## src/rtl/bmh_pkg.sv

```systemverilog
// Shared types and constants for the bounded max-heap k-smallest core.
// No dependencies; imported by bmh_cmp and the core.
`default_nettype none

package bmh_pkg;

  localparam int HEAP_DEPTH = 16;
  localparam int KEY_W      = 32;
  localparam int VALUE_W    = 16;
  localparam int IDX_W      = $clog2(HEAP_DEPTH);
  localparam int CNT_W      = $clog2(HEAP_DEPTH + 1);
  localparam int CAP_W      = 5;
  localparam int CHILD_W    = IDX_W + 2;
  localparam int ENTRY_W    = KEY_W + VALUE_W;

  localparam logic REQ_INSERT = 1'b0;
  localparam logic REQ_READ   = 1'b1;

  typedef enum logic [3:0] {
    ST_IDLE,
    ST_RD_WAIT,
    ST_RD_OUT,
    ST_UP_RD,
    ST_UP_CMP,
    ST_FULL_RD,
    ST_FULL_CMP,
    ST_DN_RD,
    ST_DN_SEL,
    ST_DN_CMP
  } state_t;

  typedef enum logic [1:0] {
    CMP_CHILDREN,
    CMP_KEY_CHILD,
    CMP_PARENT_KEY,
    CMP_ROOT_KEY
  } cmp_op_t;

endpackage

`default_nettype wire

```

## src/rtl/bmh_ram.sv

```systemverilog
// Generic one-write, two-read RAM with registered read data.
// Standalone; no package dependency.
`default_nettype none

module bmh_ram #(
  parameter int WIDTH = 8,
  parameter int DEPTH = 16
) (
  input  wire logic                     clk,
  input  wire logic                     we,
  input  wire logic [$clog2(DEPTH)-1:0] waddr,
  input  wire logic [WIDTH-1:0]         wdata,
  input  wire logic [$clog2(DEPTH)-1:0] raddr_a,
  input  wire logic [$clog2(DEPTH)-1:0] raddr_b,
  output logic      [WIDTH-1:0]         rdata_a,
  output logic      [WIDTH-1:0]         rdata_b
);

  logic [WIDTH-1:0] mem [DEPTH];

  always_ff @(posedge clk) begin
    if (we) begin
      mem[waddr] <= wdata;
    end
    rdata_a <= mem[raddr_a];
    rdata_b <= mem[raddr_b];
  end

endmodule

`default_nettype wire

```

## src/rtl/bmh_cmp.sv

```systemverilog
// Shared key comparator: picks its two operands by operation and gives a < b.
// Depends on bmh_pkg.
`default_nettype none

module bmh_cmp
  import bmh_pkg::*;
(
  input  wire cmp_op_t              op,
  input  wire logic [ENTRY_W-1:0]   ent_a,
  input  wire logic [ENTRY_W-1:0]   ent_b,
  input  wire logic [KEY_W-1:0]     pair_key,
  input  wire logic [KEY_W-1:0]     child_key,
  output logic                      lt
);

  logic [KEY_W-1:0] opa;
  logic [KEY_W-1:0] opb;

  always_comb begin
    unique case (op) inside
      CMP_CHILDREN: begin
        opa = ent_a[ENTRY_W-1:VALUE_W];
        opb = ent_b[ENTRY_W-1:VALUE_W];
      end
      CMP_KEY_CHILD: begin
        opa = pair_key;
        opb = child_key;
      end
      CMP_PARENT_KEY, CMP_ROOT_KEY: begin
        opa = ent_a[ENTRY_W-1:VALUE_W];
        opb = pair_key;
      end
      default: begin
        opa = pair_key;
        opb = pair_key;
      end
    endcase
  end

  assign lt = opa < opb;

endmodule

`default_nettype wire

```

## src/rtl/bounded_max_heap_k_smallest_core.sv

```systemverilog
// Bounded max-heap k-smallest core: sequencer, heap RAM and shared comparator.
// Depends on bmh_pkg, bmh_ram and bmh_cmp.
// A read does one RAM read; a full-heap insert compares with the root and is rejected or replaces it;
//   an append sifts up toward the root, and a replacement sifts down toward a leaf.
//   One item at a time; the next may start in the result cycle; no stall.
// Reset (rst_n low, synchronous) empties the heap and sets capacity to 16.
`default_nettype none

module bounded_max_heap_k_smallest_core
  import bmh_pkg::*;
(
  input  wire logic               clk,
  input  wire logic               rst_n,
  // command channel
  input  wire logic               start,
  output logic                    busy,
  input  wire logic               in_req_type,
  input  wire logic [KEY_W-1:0]   in_key_in,
  input  wire logic [VALUE_W-1:0] in_value_in,
  input  wire logic [IDX_W-1:0]   in_read_index,
  // configuration
  input  wire logic               cfg_wr_en,
  input  wire logic [CAP_W-1:0]   cfg_wr_data,
  // result channel
  output logic                    out_strobe,
  output logic                    out_accepted,
  output logic      [KEY_W-1:0]   out_read_key,
  output logic      [VALUE_W-1:0] out_read_value,
  output logic                    out_read_valid,
  output logic      [CNT_W-1:0]   out_entry_count
);

  // Sequencer state and control registers
  state_t             state_r, state_nxt;
  logic [CAP_W-1:0]   cap_r;
  logic [CNT_W-1:0]   fill_r, fill_nxt;
  logic               out_strobe_r, out_strobe_nxt;

  // Payload registers: the pair in flight, the hole position, the chosen child
  logic [KEY_W-1:0]   key_r, key_nxt;
  logic [VALUE_W-1:0] val_r, val_nxt;
  logic [IDX_W-1:0]   idx_r, idx_nxt;
  logic [IDX_W-1:0]   cur_r, cur_nxt;
  logic [IDX_W-1:0]   child_idx_r, child_idx_nxt;
  logic [ENTRY_W-1:0] child_ent_r, child_ent_nxt;
  logic               out_accepted_r, out_accepted_nxt;
  logic [KEY_W-1:0]   out_key_r, out_key_nxt;
  logic [VALUE_W-1:0] out_val_r, out_val_nxt;
  logic               out_valid_r, out_valid_nxt;

  // RAM ports
  logic               ram_we;
  logic [IDX_W-1:0]   ram_waddr;
  logic [ENTRY_W-1:0] ram_wdata;
  logic [IDX_W-1:0]   ram_raddr_a, ram_raddr_b;
  logic [ENTRY_W-1:0] ram_rdata_a, ram_rdata_b;

  // Comparator
  cmp_op_t            cmp_op;
  logic               cmp_lt;

  // Index arithmetic
  logic [CHILD_W-1:0] left_w, right_w;
  logic               left_ok, right_ok;
  logic [IDX_W-1:0]   parent;
  logic [CNT_W-1:0]   cap_eff;
  logic               heap_full;

  bmh_ram #(
    .WIDTH (ENTRY_W),
    .DEPTH (HEAP_DEPTH)
  ) u_ram (
    .clk     (clk),
    .we      (ram_we),
    .waddr   (ram_waddr),
    .wdata   (ram_wdata),
    .raddr_a (ram_raddr_a),
    .raddr_b (ram_raddr_b),
    .rdata_a (ram_rdata_a),
    .rdata_b (ram_rdata_b)
  );

  bmh_cmp u_cmp (
    .op        (cmp_op),
    .ent_a     (ram_rdata_a),
    .ent_b     (ram_rdata_b),
    .pair_key  (key_r),
    .child_key (child_ent_r[ENTRY_W-1:VALUE_W]),
    .lt        (cmp_lt)
  );

  // Capacity 0 acts as 1, anything above the depth as the depth.
  always_comb begin
    if (cap_r == '0) begin
      cap_eff = CNT_W'(1);
    end else if ({1'b0, cap_r} > (CAP_W + 1)'(HEAP_DEPTH)) begin
      cap_eff = CNT_W'(HEAP_DEPTH);
    end else begin
      cap_eff = CNT_W'(cap_r);
    end
  end

  assign heap_full = fill_r >= cap_eff;

  // Children of the hole: 2*cur+1 and 2*cur+2, checked against the live count.
  assign left_w   = {1'b0, cur_r, 1'b1};
  assign right_w  = left_w + CHILD_W'(1);
  assign left_ok  = left_w  < CHILD_W'(fill_r);
  assign right_ok = right_w < CHILD_W'(fill_r);
  assign parent   = (cur_r - IDX_W'(1)) >> 1;

  always_ff @(posedge clk) begin
    if (!rst_n) begin
      state_r <= ST_IDLE;
    end else begin
      state_r <= state_nxt;
    end
  end

  always_ff @(posedge clk) begin
    if (!rst_n) begin
      cap_r        <= CAP_W'(HEAP_DEPTH);
      fill_r       <= '0;
      out_strobe_r <= 1'b0;
    end else begin
      if (cfg_wr_en) begin
        cap_r <= cfg_wr_data;
      end
      fill_r       <= fill_nxt;
      out_strobe_r <= out_strobe_nxt;
    end
  end

  always_ff @(posedge clk) begin
    key_r          <= key_nxt;
    val_r          <= val_nxt;
    idx_r          <= idx_nxt;
    cur_r          <= cur_nxt;
    child_idx_r    <= child_idx_nxt;
    child_ent_r    <= child_ent_nxt;
    out_accepted_r <= out_accepted_nxt;
    out_key_r      <= out_key_nxt;
    out_val_r      <= out_val_nxt;
    out_valid_r    <= out_valid_nxt;
  end

  // Sequencer. The inserted pair never sits in the RAM while it moves: a
  // displaced entry is copied into the hole, and the pair is written once
  // where its walk ends.
  always_comb begin
    state_nxt        = state_r;
    fill_nxt         = fill_r;
    out_strobe_nxt   = 1'b0;
    key_nxt          = key_r;
    val_nxt          = val_r;
    idx_nxt          = idx_r;
    cur_nxt          = cur_r;
    child_idx_nxt    = child_idx_r;
    child_ent_nxt    = child_ent_r;
    out_accepted_nxt = out_accepted_r;
    out_key_nxt      = out_key_r;
    out_val_nxt      = out_val_r;
    out_valid_nxt    = out_valid_r;
    ram_we           = 1'b0;
    ram_waddr        = cur_r;
    ram_wdata        = {key_r, val_r};
    ram_raddr_a      = left_w[IDX_W-1:0];
    ram_raddr_b      = right_w[IDX_W-1:0];
    cmp_op           = CMP_CHILDREN;

    unique case (state_r)
      ST_IDLE: begin
        if (start) begin
          key_nxt = in_key_in;
          val_nxt = in_value_in;
          idx_nxt = in_read_index;
          if (in_req_type == REQ_READ) begin
            state_nxt = ST_RD_WAIT;
          end else if (heap_full) begin
            state_nxt = ST_FULL_RD;
          end else begin
            cur_nxt   = fill_r[IDX_W-1:0];
            state_nxt = ST_UP_RD;
          end
        end
      end

      // Read request: one RAM read, zeros past the count.
      ST_RD_WAIT: begin
        ram_raddr_a = idx_r;
        state_nxt   = ST_RD_OUT;
      end

      ST_RD_OUT: begin
        out_strobe_nxt   = 1'b1;
        out_accepted_nxt = 1'b0;
        if (CNT_W'(idx_r) < fill_r) begin
          out_key_nxt   = ram_rdata_a[ENTRY_W-1:VALUE_W];
          out_val_nxt   = ram_rdata_a[VALUE_W-1:0];
          out_valid_nxt = 1'b1;
        end else begin
          out_key_nxt   = '0;
          out_val_nxt   = '0;
          out_valid_nxt = 1'b0;
        end
        state_nxt = ST_IDLE;
      end

      // Sift up: fetch the parent, or settle at the root.
      ST_UP_RD: begin
        ram_raddr_a = parent;
        if (cur_r == '0) begin
          ram_we           = 1'b1;
          fill_nxt         = fill_r + CNT_W'(1);
          out_strobe_nxt   = 1'b1;
          out_accepted_nxt = 1'b1;
          out_key_nxt      = '0;
          out_val_nxt      = '0;
          out_valid_nxt    = 1'b0;
          state_nxt        = ST_IDLE;
        end else begin
          state_nxt = ST_UP_CMP;
        end
      end

      // Move the parent down only while the pair's key is strictly larger.
      ST_UP_CMP: begin
        cmp_op = CMP_PARENT_KEY;
        ram_we = 1'b1;
        if (cmp_lt) begin
          ram_wdata = ram_rdata_a;
          cur_nxt   = parent;
          state_nxt = ST_UP_RD;
        end else begin
          fill_nxt         = fill_r + CNT_W'(1);
          out_strobe_nxt   = 1'b1;
          out_accepted_nxt = 1'b1;
          out_key_nxt      = '0;
          out_val_nxt      = '0;
          out_valid_nxt    = 1'b0;
          state_nxt        = ST_IDLE;
        end
      end

      // Full heap: fetch the root.
      ST_FULL_RD: begin
        ram_raddr_a = '0;
        state_nxt   = ST_FULL_CMP;
      end

      // Drop the pair if its key exceeds the root; an equal key replaces it.
      ST_FULL_CMP: begin
        cmp_op = CMP_ROOT_KEY;
        if (cmp_lt) begin
          out_strobe_nxt   = 1'b1;
          out_accepted_nxt = 1'b0;
          out_key_nxt      = '0;
          out_val_nxt      = '0;
          out_valid_nxt    = 1'b0;
          state_nxt        = ST_IDLE;
        end else begin
          cur_nxt   = '0;
          state_nxt = ST_DN_RD;
        end
      end

      // Sift down: fetch both children, or settle at a leaf.
      ST_DN_RD: begin
        if (!left_ok) begin
          ram_we           = 1'b1;
          out_strobe_nxt   = 1'b1;
          out_accepted_nxt = 1'b1;
          out_key_nxt      = '0;
          out_val_nxt      = '0;
          out_valid_nxt    = 1'b0;
          state_nxt        = ST_IDLE;
        end else begin
          state_nxt = ST_DN_SEL;
        end
      end

      // Take the right child only when the left key is strictly smaller.
      ST_DN_SEL: begin
        cmp_op = CMP_CHILDREN;
        if (right_ok && cmp_lt) begin
          child_idx_nxt = right_w[IDX_W-1:0];
          child_ent_nxt = ram_rdata_b;
        end else begin
          child_idx_nxt = left_w[IDX_W-1:0];
          child_ent_nxt = ram_rdata_a;
        end
        state_nxt = ST_DN_CMP;
      end

      // Lift the child while its key is strictly larger than the pair's.
      ST_DN_CMP: begin
        cmp_op = CMP_KEY_CHILD;
        ram_we = 1'b1;
        if (cmp_lt) begin
          ram_wdata = child_ent_r;
          cur_nxt   = child_idx_r;
          state_nxt = ST_DN_RD;
        end else begin
          out_strobe_nxt   = 1'b1;
          out_accepted_nxt = 1'b1;
          out_key_nxt      = '0;
          out_val_nxt      = '0;
          out_valid_nxt    = 1'b0;
          state_nxt        = ST_IDLE;
        end
      end

      default: begin
        state_nxt = ST_IDLE;
      end
    endcase
  end

  assign busy            = (state_r != ST_IDLE);
  assign out_strobe      = out_strobe_r;
  assign out_accepted    = out_accepted_r;
  assign out_read_key    = out_key_r;
  assign out_read_value  = out_val_r;
  assign out_read_valid  = out_valid_r;
  assign out_entry_count = fill_r;

endmodule

`default_nettype wire
```

## config.mk

```make
export PLATFORM = sky130hd
export DESIGN_NAME = bounded_max_heap_k_smallest_core
export DESIGN_NICKNAME = d
export VERILOG_FILES = /design/src/rtl/bmh_pkg.sv /design/src/rtl/bmh_ram.sv /design/src/rtl/bmh_cmp.sv /design/src/rtl/bounded_max_heap_k_smallest_core.sv
export SDC_FILE = /design/constraint.sdc
export NUM_CORES = 2
export LEC_CHECK = 0
export BUFFER_PORTS_ARGS = -buffer_cell sky130_fd_sc_hd__buf_2
export CORE_UTILIZATION = 65
export CTS_BUF_LIST = sky130_fd_sc_hd__clkbuf_8
export DETAILED_ROUTE_END_ITERATION = 6
export MAX_ROUTING_LAYER = met4
export PLACE_DENSITY = 0.83
export SYNTH_ARGS = -nofsm -noshare
export SYNTH_HDL_FRONTEND = slang
export SYNTH_SLANG_ARGS = --single-unit
```

## constraint.sdc

```tcl
create_clock -name clk -period 11.41 [get_ports clk]
set_input_delay 0.5705 -clock clk [delete_from_list [all_inputs] [get_ports clk]]
set_output_delay 0.5705 -clock clk [all_outputs]
set_load 0.05 [all_outputs]
```

==> impl_summary.txt <==
----------------------------------------------------
[Status]
  Status ... finished with violations
  Violations in the final reports ... design-rule violations, max-slew violations

[Power]
  Peak supply drop ... 0.0002298 V
  Pwr per Cell Area ... approximately 230 nW/µm²
  Post-layout power ... 11730 µW
  Sw power ... 4069 µW
  Lkg Pwr ... approximately 0.017 µW
  Part of the power in combinational logic ... 31.0%
  Proportion of power drawn by flip-flops and latches ... 42.3%
  Fraction of power spent switching nets ... 34.69%
  Part of the total power dissipated in the clock network ... a little over a quarter
  Internal power summed over all cells ... 7661 µW

[Yosys]
  Asr flop ratio synth ... 0%
  Unique masters post-synth ... 62
  Netlist area before placement ... 44960 µm²
  Yosys warnings ... 0
  Number of standard cells after synthesis ... 3184
  Number of enable-type register cells in the synthesized netlist ... 926
  Part of the Yosys area used for sequential elements ... 66.79%
  Synth Area per Inst ... ~14 µm²
  Number of synthesized register bits ... 1037
  Number of nets in the synthesized netlist ... 3299
  Top flip-flop cell by instance count after synthesis ... sky130_fd_sc_hd__edfxtp_1

[STA]
  Tightest slew margin relative to the limit ... -1.898%
  Slew Limit Fails ... 51
  Total Neg Setup Slack ... 0 ns
  Final critical-path required period ... 6.660 ns
  Number of endpoints failing setup at the final stage ... 0
  Ratio of final minimum period to clock period ... 58.37%
  Total count of hold-check failures in the final report ... 0
  Actual slew at the worst max-slew pin ... 1.528 ns
  Achievable Freq ... 150.1 MHz
  Largest clock skew in the final design ... 0.03488 ns
  Setup repair after global routing missed its margin ... no

[Flow run]
  Max-cap violations ... 0

[Worst setup path]
  Worst EP required ... 11.84 ns
  Number of cells traversed by the worst register-to-register path ... 14
  Slowest library cell on the worst path ... sky130_fd_sc_hd__buf_4
  Crit path DAT ... 7.09 ns
  Kind of launch point of the worst setup path ... flip-flop
  Critical path class ... flip-flop to flip-flop
  R2R Path End ... u_ram.mem[13][43]$_DFFE_PP_
  Slack of the worst reg-to-reg path ... 4.75 ns
  Crit path max fanout ... 61
  Critical Path Start ... state_r[3]$_SDFFE_PN0N_
  Category of the worst setup path capture point ... flip-flop
  Critical-path cell list ... nor4bb_4 > buf_4 > buf_4 > a22o_1 > a21oi_1 > ha_1 > nand4_1 > nor3_1 > o41ai_1 > a21oi_1 > nor3_4 > o21ai_4 > buf_4 > o2bb2ai_1
  Launch instance of the worst register-to-register path ... state_r[3]$_SDFFE_PN0N_
  Worst Setup EP ... u_ram.mem[13][43]$_DFFE_PP_
  Cell with the most instances on the worst path ... sky130_fd_sc_hd__buf_4
  Slowest Stage Delay on Critical Path ... roughly 0.7 ns

[Global route]
  Global-route wire length before repair ... 180.1 mm
  Global-route usage over all layers ... 36.08%
  Number of global-route vias before repair ... 29259
  Pin count of the biggest net entering global routing ... approximately 270
  Initial antenna violation count ... 1
  Sum of overflow across all layers after global routing ... 0

[Clock network]
  Number of sinks driven by the clock tree ... ~1000
  Reg clk slew, reported paths ... roughly 0.06 ns
  Num CTS Buffers ... 159
  Source-to-sink clock delay at the later pin of the worst-skew pair ... 0.83 ns
  Max Buffers Root-to-Sink ... 3
  Clock tree from TritonCTS ... built
  Resized cells post-CTS ... 0
  Clock tree root driver cell ... sky130_fd_sc_hd__clkbuf_8
  H-Tree Level Count ... 4

[Finish]
  Top library cells by usage in the layout, fill and taps aside ... sky130_fd_sc_hd__edfxtp_1, sky130_fd_sc_hd__nand2_1, sky130_fd_sc_hd__a211oi_1, sky130_fd_sc_hd__and2_1, sky130_fd_sc_hd__clkbuf_8
  Number of nets in the final layout ... 3429
  Proportion of layout cells with a drive suffix above 1 ... 18.22%
  Most common cell after layout, fill and taps aside ... sky130_fd_sc_hd__edfxtp_1
  Syn-to-layout area delta ... 11.15%
  Final design instance area without fill ... 49970 µm²
  Register cell area after layout ... 30030 µm²
  Multi-input gate area ... about 14000 µm²
  Layout filler cell count ... 3998

[Route]
  Number of search-and-repair iterations in the first detailed-routing pass ... 7
  Mean routed wirelength per cell ... about 28 µm
  Vias per cell ... ~7.0
  Number of antenna-violating nets in the routed design ... 0
  Metal3 WL ... 16.48 mm
  Met1 Routed Length ... approximately 45 mm
  Vias ... 30499
  Post-detailed-route DRC marker count ... 3
  Detailed Route WL ... 123.2 mm
  Highest metal layer used by the detailed router ... met4
  Met2 wire length ... 56.93 mm
  DR iter-0 viols ... 5273

[Place]
  Total of buffers placed on input and output ports ... 118
  Half-perimeter wire length after placement ... approximately 63 mm
  Routability congestion estimate from global placement ... 0.9475
  Placement Cell Area ... around 46000 µm²

[Die]
  Boundary pin count ... ~120
  Number of cell rows ... 96
  Overall die height ... between 200 and 300 µm
  Die Wd ... approximately 260 µm
  Std-Cell Core Area ... just under 70000 µm²
  Initial core utilization ... 65.67%
  Die area ... between 70000 and 80000 µm²

[Worst hold path]
  Type of the tightest min-delay check ... primary input to flip-flop

----------------------------------------------------
-- worst min-delay path by stage --
stage                              startpoint                   endpoint  depth (start not counted)
floorplan               cap_r[0]$_SDFFE_PN0P_      cap_r[0]$_SDFFE_PN0P_                          2
global placement        cap_r[0]$_SDFFE_PN0P_      cap_r[0]$_SDFFE_PN0P_                          2
detailed placement  u_ram.rdata_b[12]$_DFF_P_  child_ent_r[12]$_DFFE_PP_                          1
CTS                            cfg_wr_data[3]      cap_r[3]$_SDFFE_PN0P_                          3
global route                   cfg_wr_data[1]      cap_r[1]$_SDFFE_PN0P_                          3
finish                         cfg_wr_data[3]      cap_r[3]$_SDFFE_PN0P_                          3
-- critical path, delay by kind of cell (launching register included) --
kind                       cells  cell delay [ns]
DFF                            1             0.63
buffers and inverters          3             2.01
adders and majority gates      1             0.35
and+or+nand+nor                4             1.19
AOI/OAI and AO/OA              6             1.93
-- logic make-up (layout without fill, tap and decap cells) --
| family | count (synthesis) | after routing | share of synthesized area [%] |
|---|---|---|---|
| flip-flops | 1037 | 1037 | 66.79 |
| AND/OR/NAND/NOR | 839 | 839 | 8.775 |
| AO/OA/AOI/OAI | 781 | 781 | 12.48 |
| buffers and inverters | 266 | 528 | 2.527 |
| multiplexers | 201 | 201 | 7.818 |
| adder cells (fa/ha/maj) | 53 | 53 | 1.475 |
| XOR/XNOR | 7 | 7 | 0.1364 |
| other | 0 | 2 | 0 |
-- power by group through the flow --
stage / logic [µW] / clock network (µW) / registers (µW)
after floorplan: 2520 / 0 / 5050
after global placement: 3370 / 0 / 5010
after detailed placement: 3500 / 0 / 5020
after CTS: 3540 / 3130 / 4950
after global routing: 3860 / 3300 / 4980
final: 3630 / 3130 / 4970
-- state kept, by name, summed over array words and instances (netlist names), 16 cells and up --
name,flops
out_read_key,32
u_ram.mem,768
key_r,32
out_read_value,16
u_ram.rdata_a,48
child_ent_r,48
val_r,16
u_ram.rdata_b,48
-- what timing repair did --
item	4_1_cts	5_1_grt
hold endpoints to repair	54	0
setup buffers	0	0
hold buffers	54	0
-- through the flow --
stage / util [%] / setup slack, ns / hold slack (ns) / instances
6_report: 72.99 / 4.750 / 0.03943 / 4330
5_1_grt: 72.98 / 4.498 / 0.02670 / 4329
4_1_cts: 72.97 / 4.991 / 0.006122 / 4327
3_5_place_dp: 67.38 / 5.095 / 0.5206 / 3980
3_3_place_gp: 67.38 / 5.216 / 0.5124 / 3980
2_1_floorplan: - / 5.993 / 0.4834 / 3184
-- per-layer routing --
layer,GRT usage (%),vias to the layer above
met5,-,-
met4,16.01,0
met3,8.156,434
met2,53.58,2548
met1,48.19,14822
li1,-,12695
-- cell usage after synthesis, drive strengths merged (2+ instances only) --
library cell | n | area, µm²
buf | 97 | 501.7
edfxtp | 926 | 27810
mux2i | 8 | 80.08
xor2 | 2 | 17.52
nand2 | 503 | 1888
nor3 | 15 | 91.34
nand4 | 8 | 50.05
a22o | 33 | 289.0
a311oi | 96 | 840.8
nand2b | 6 | 37.54
o2bb2ai | 49 | 435.4
a21boi | 3 | 22.52
xnor2 | 5 | 43.79
inv | 16 | 60.06
and3 | 17 | 106.4
nand3 | 8 | 40.04
mux4 | 96 | 2162
o21ai | 17 | 85.08
a41oi | 2 | 17.52
a211oi | 244 | 1832
o31ai | 4 | 30.03
a221oi | 2 | 23.77
and2 | 241 | 1508
nor2b | 9 | 56.30
o41ai | 2 | 17.52
o22ai | 3 | 32.53
a221o | 3 | 30.03
o2111ai | 2 | 17.52
a22oi | 53 | 411.6
nor2 | 21 | 78.83
ha | 53 | 663.1
and4 | 3 | 26.28
a31oi | 99 | 619.3
dfxtp | 111 | 2222
mux2 | 97 | 1272
nor4 | 2 | 12.51
or3 | 2 | 12.51
clkbuf | 153 | 574.3
a21oi | 151 | 755.7
o21a | 4 | 30.03
a21o | 6 | 45.04
a32oi | 2 | 17.52
-- area by class of cell --
type / count / area share (%)
inverter: 16 / 0.1202
tap: 882 / 2.208
clock buffer: 196 / 5.398
clock inverter: 97 / 1.172
timing repair buffer: 219 / 3.045
sequential: 1037 / 60.09
antenna: 2 / 0.01002
multi-input combinational: 1881 / 27.95
Power figures use the tool's default switching activity.
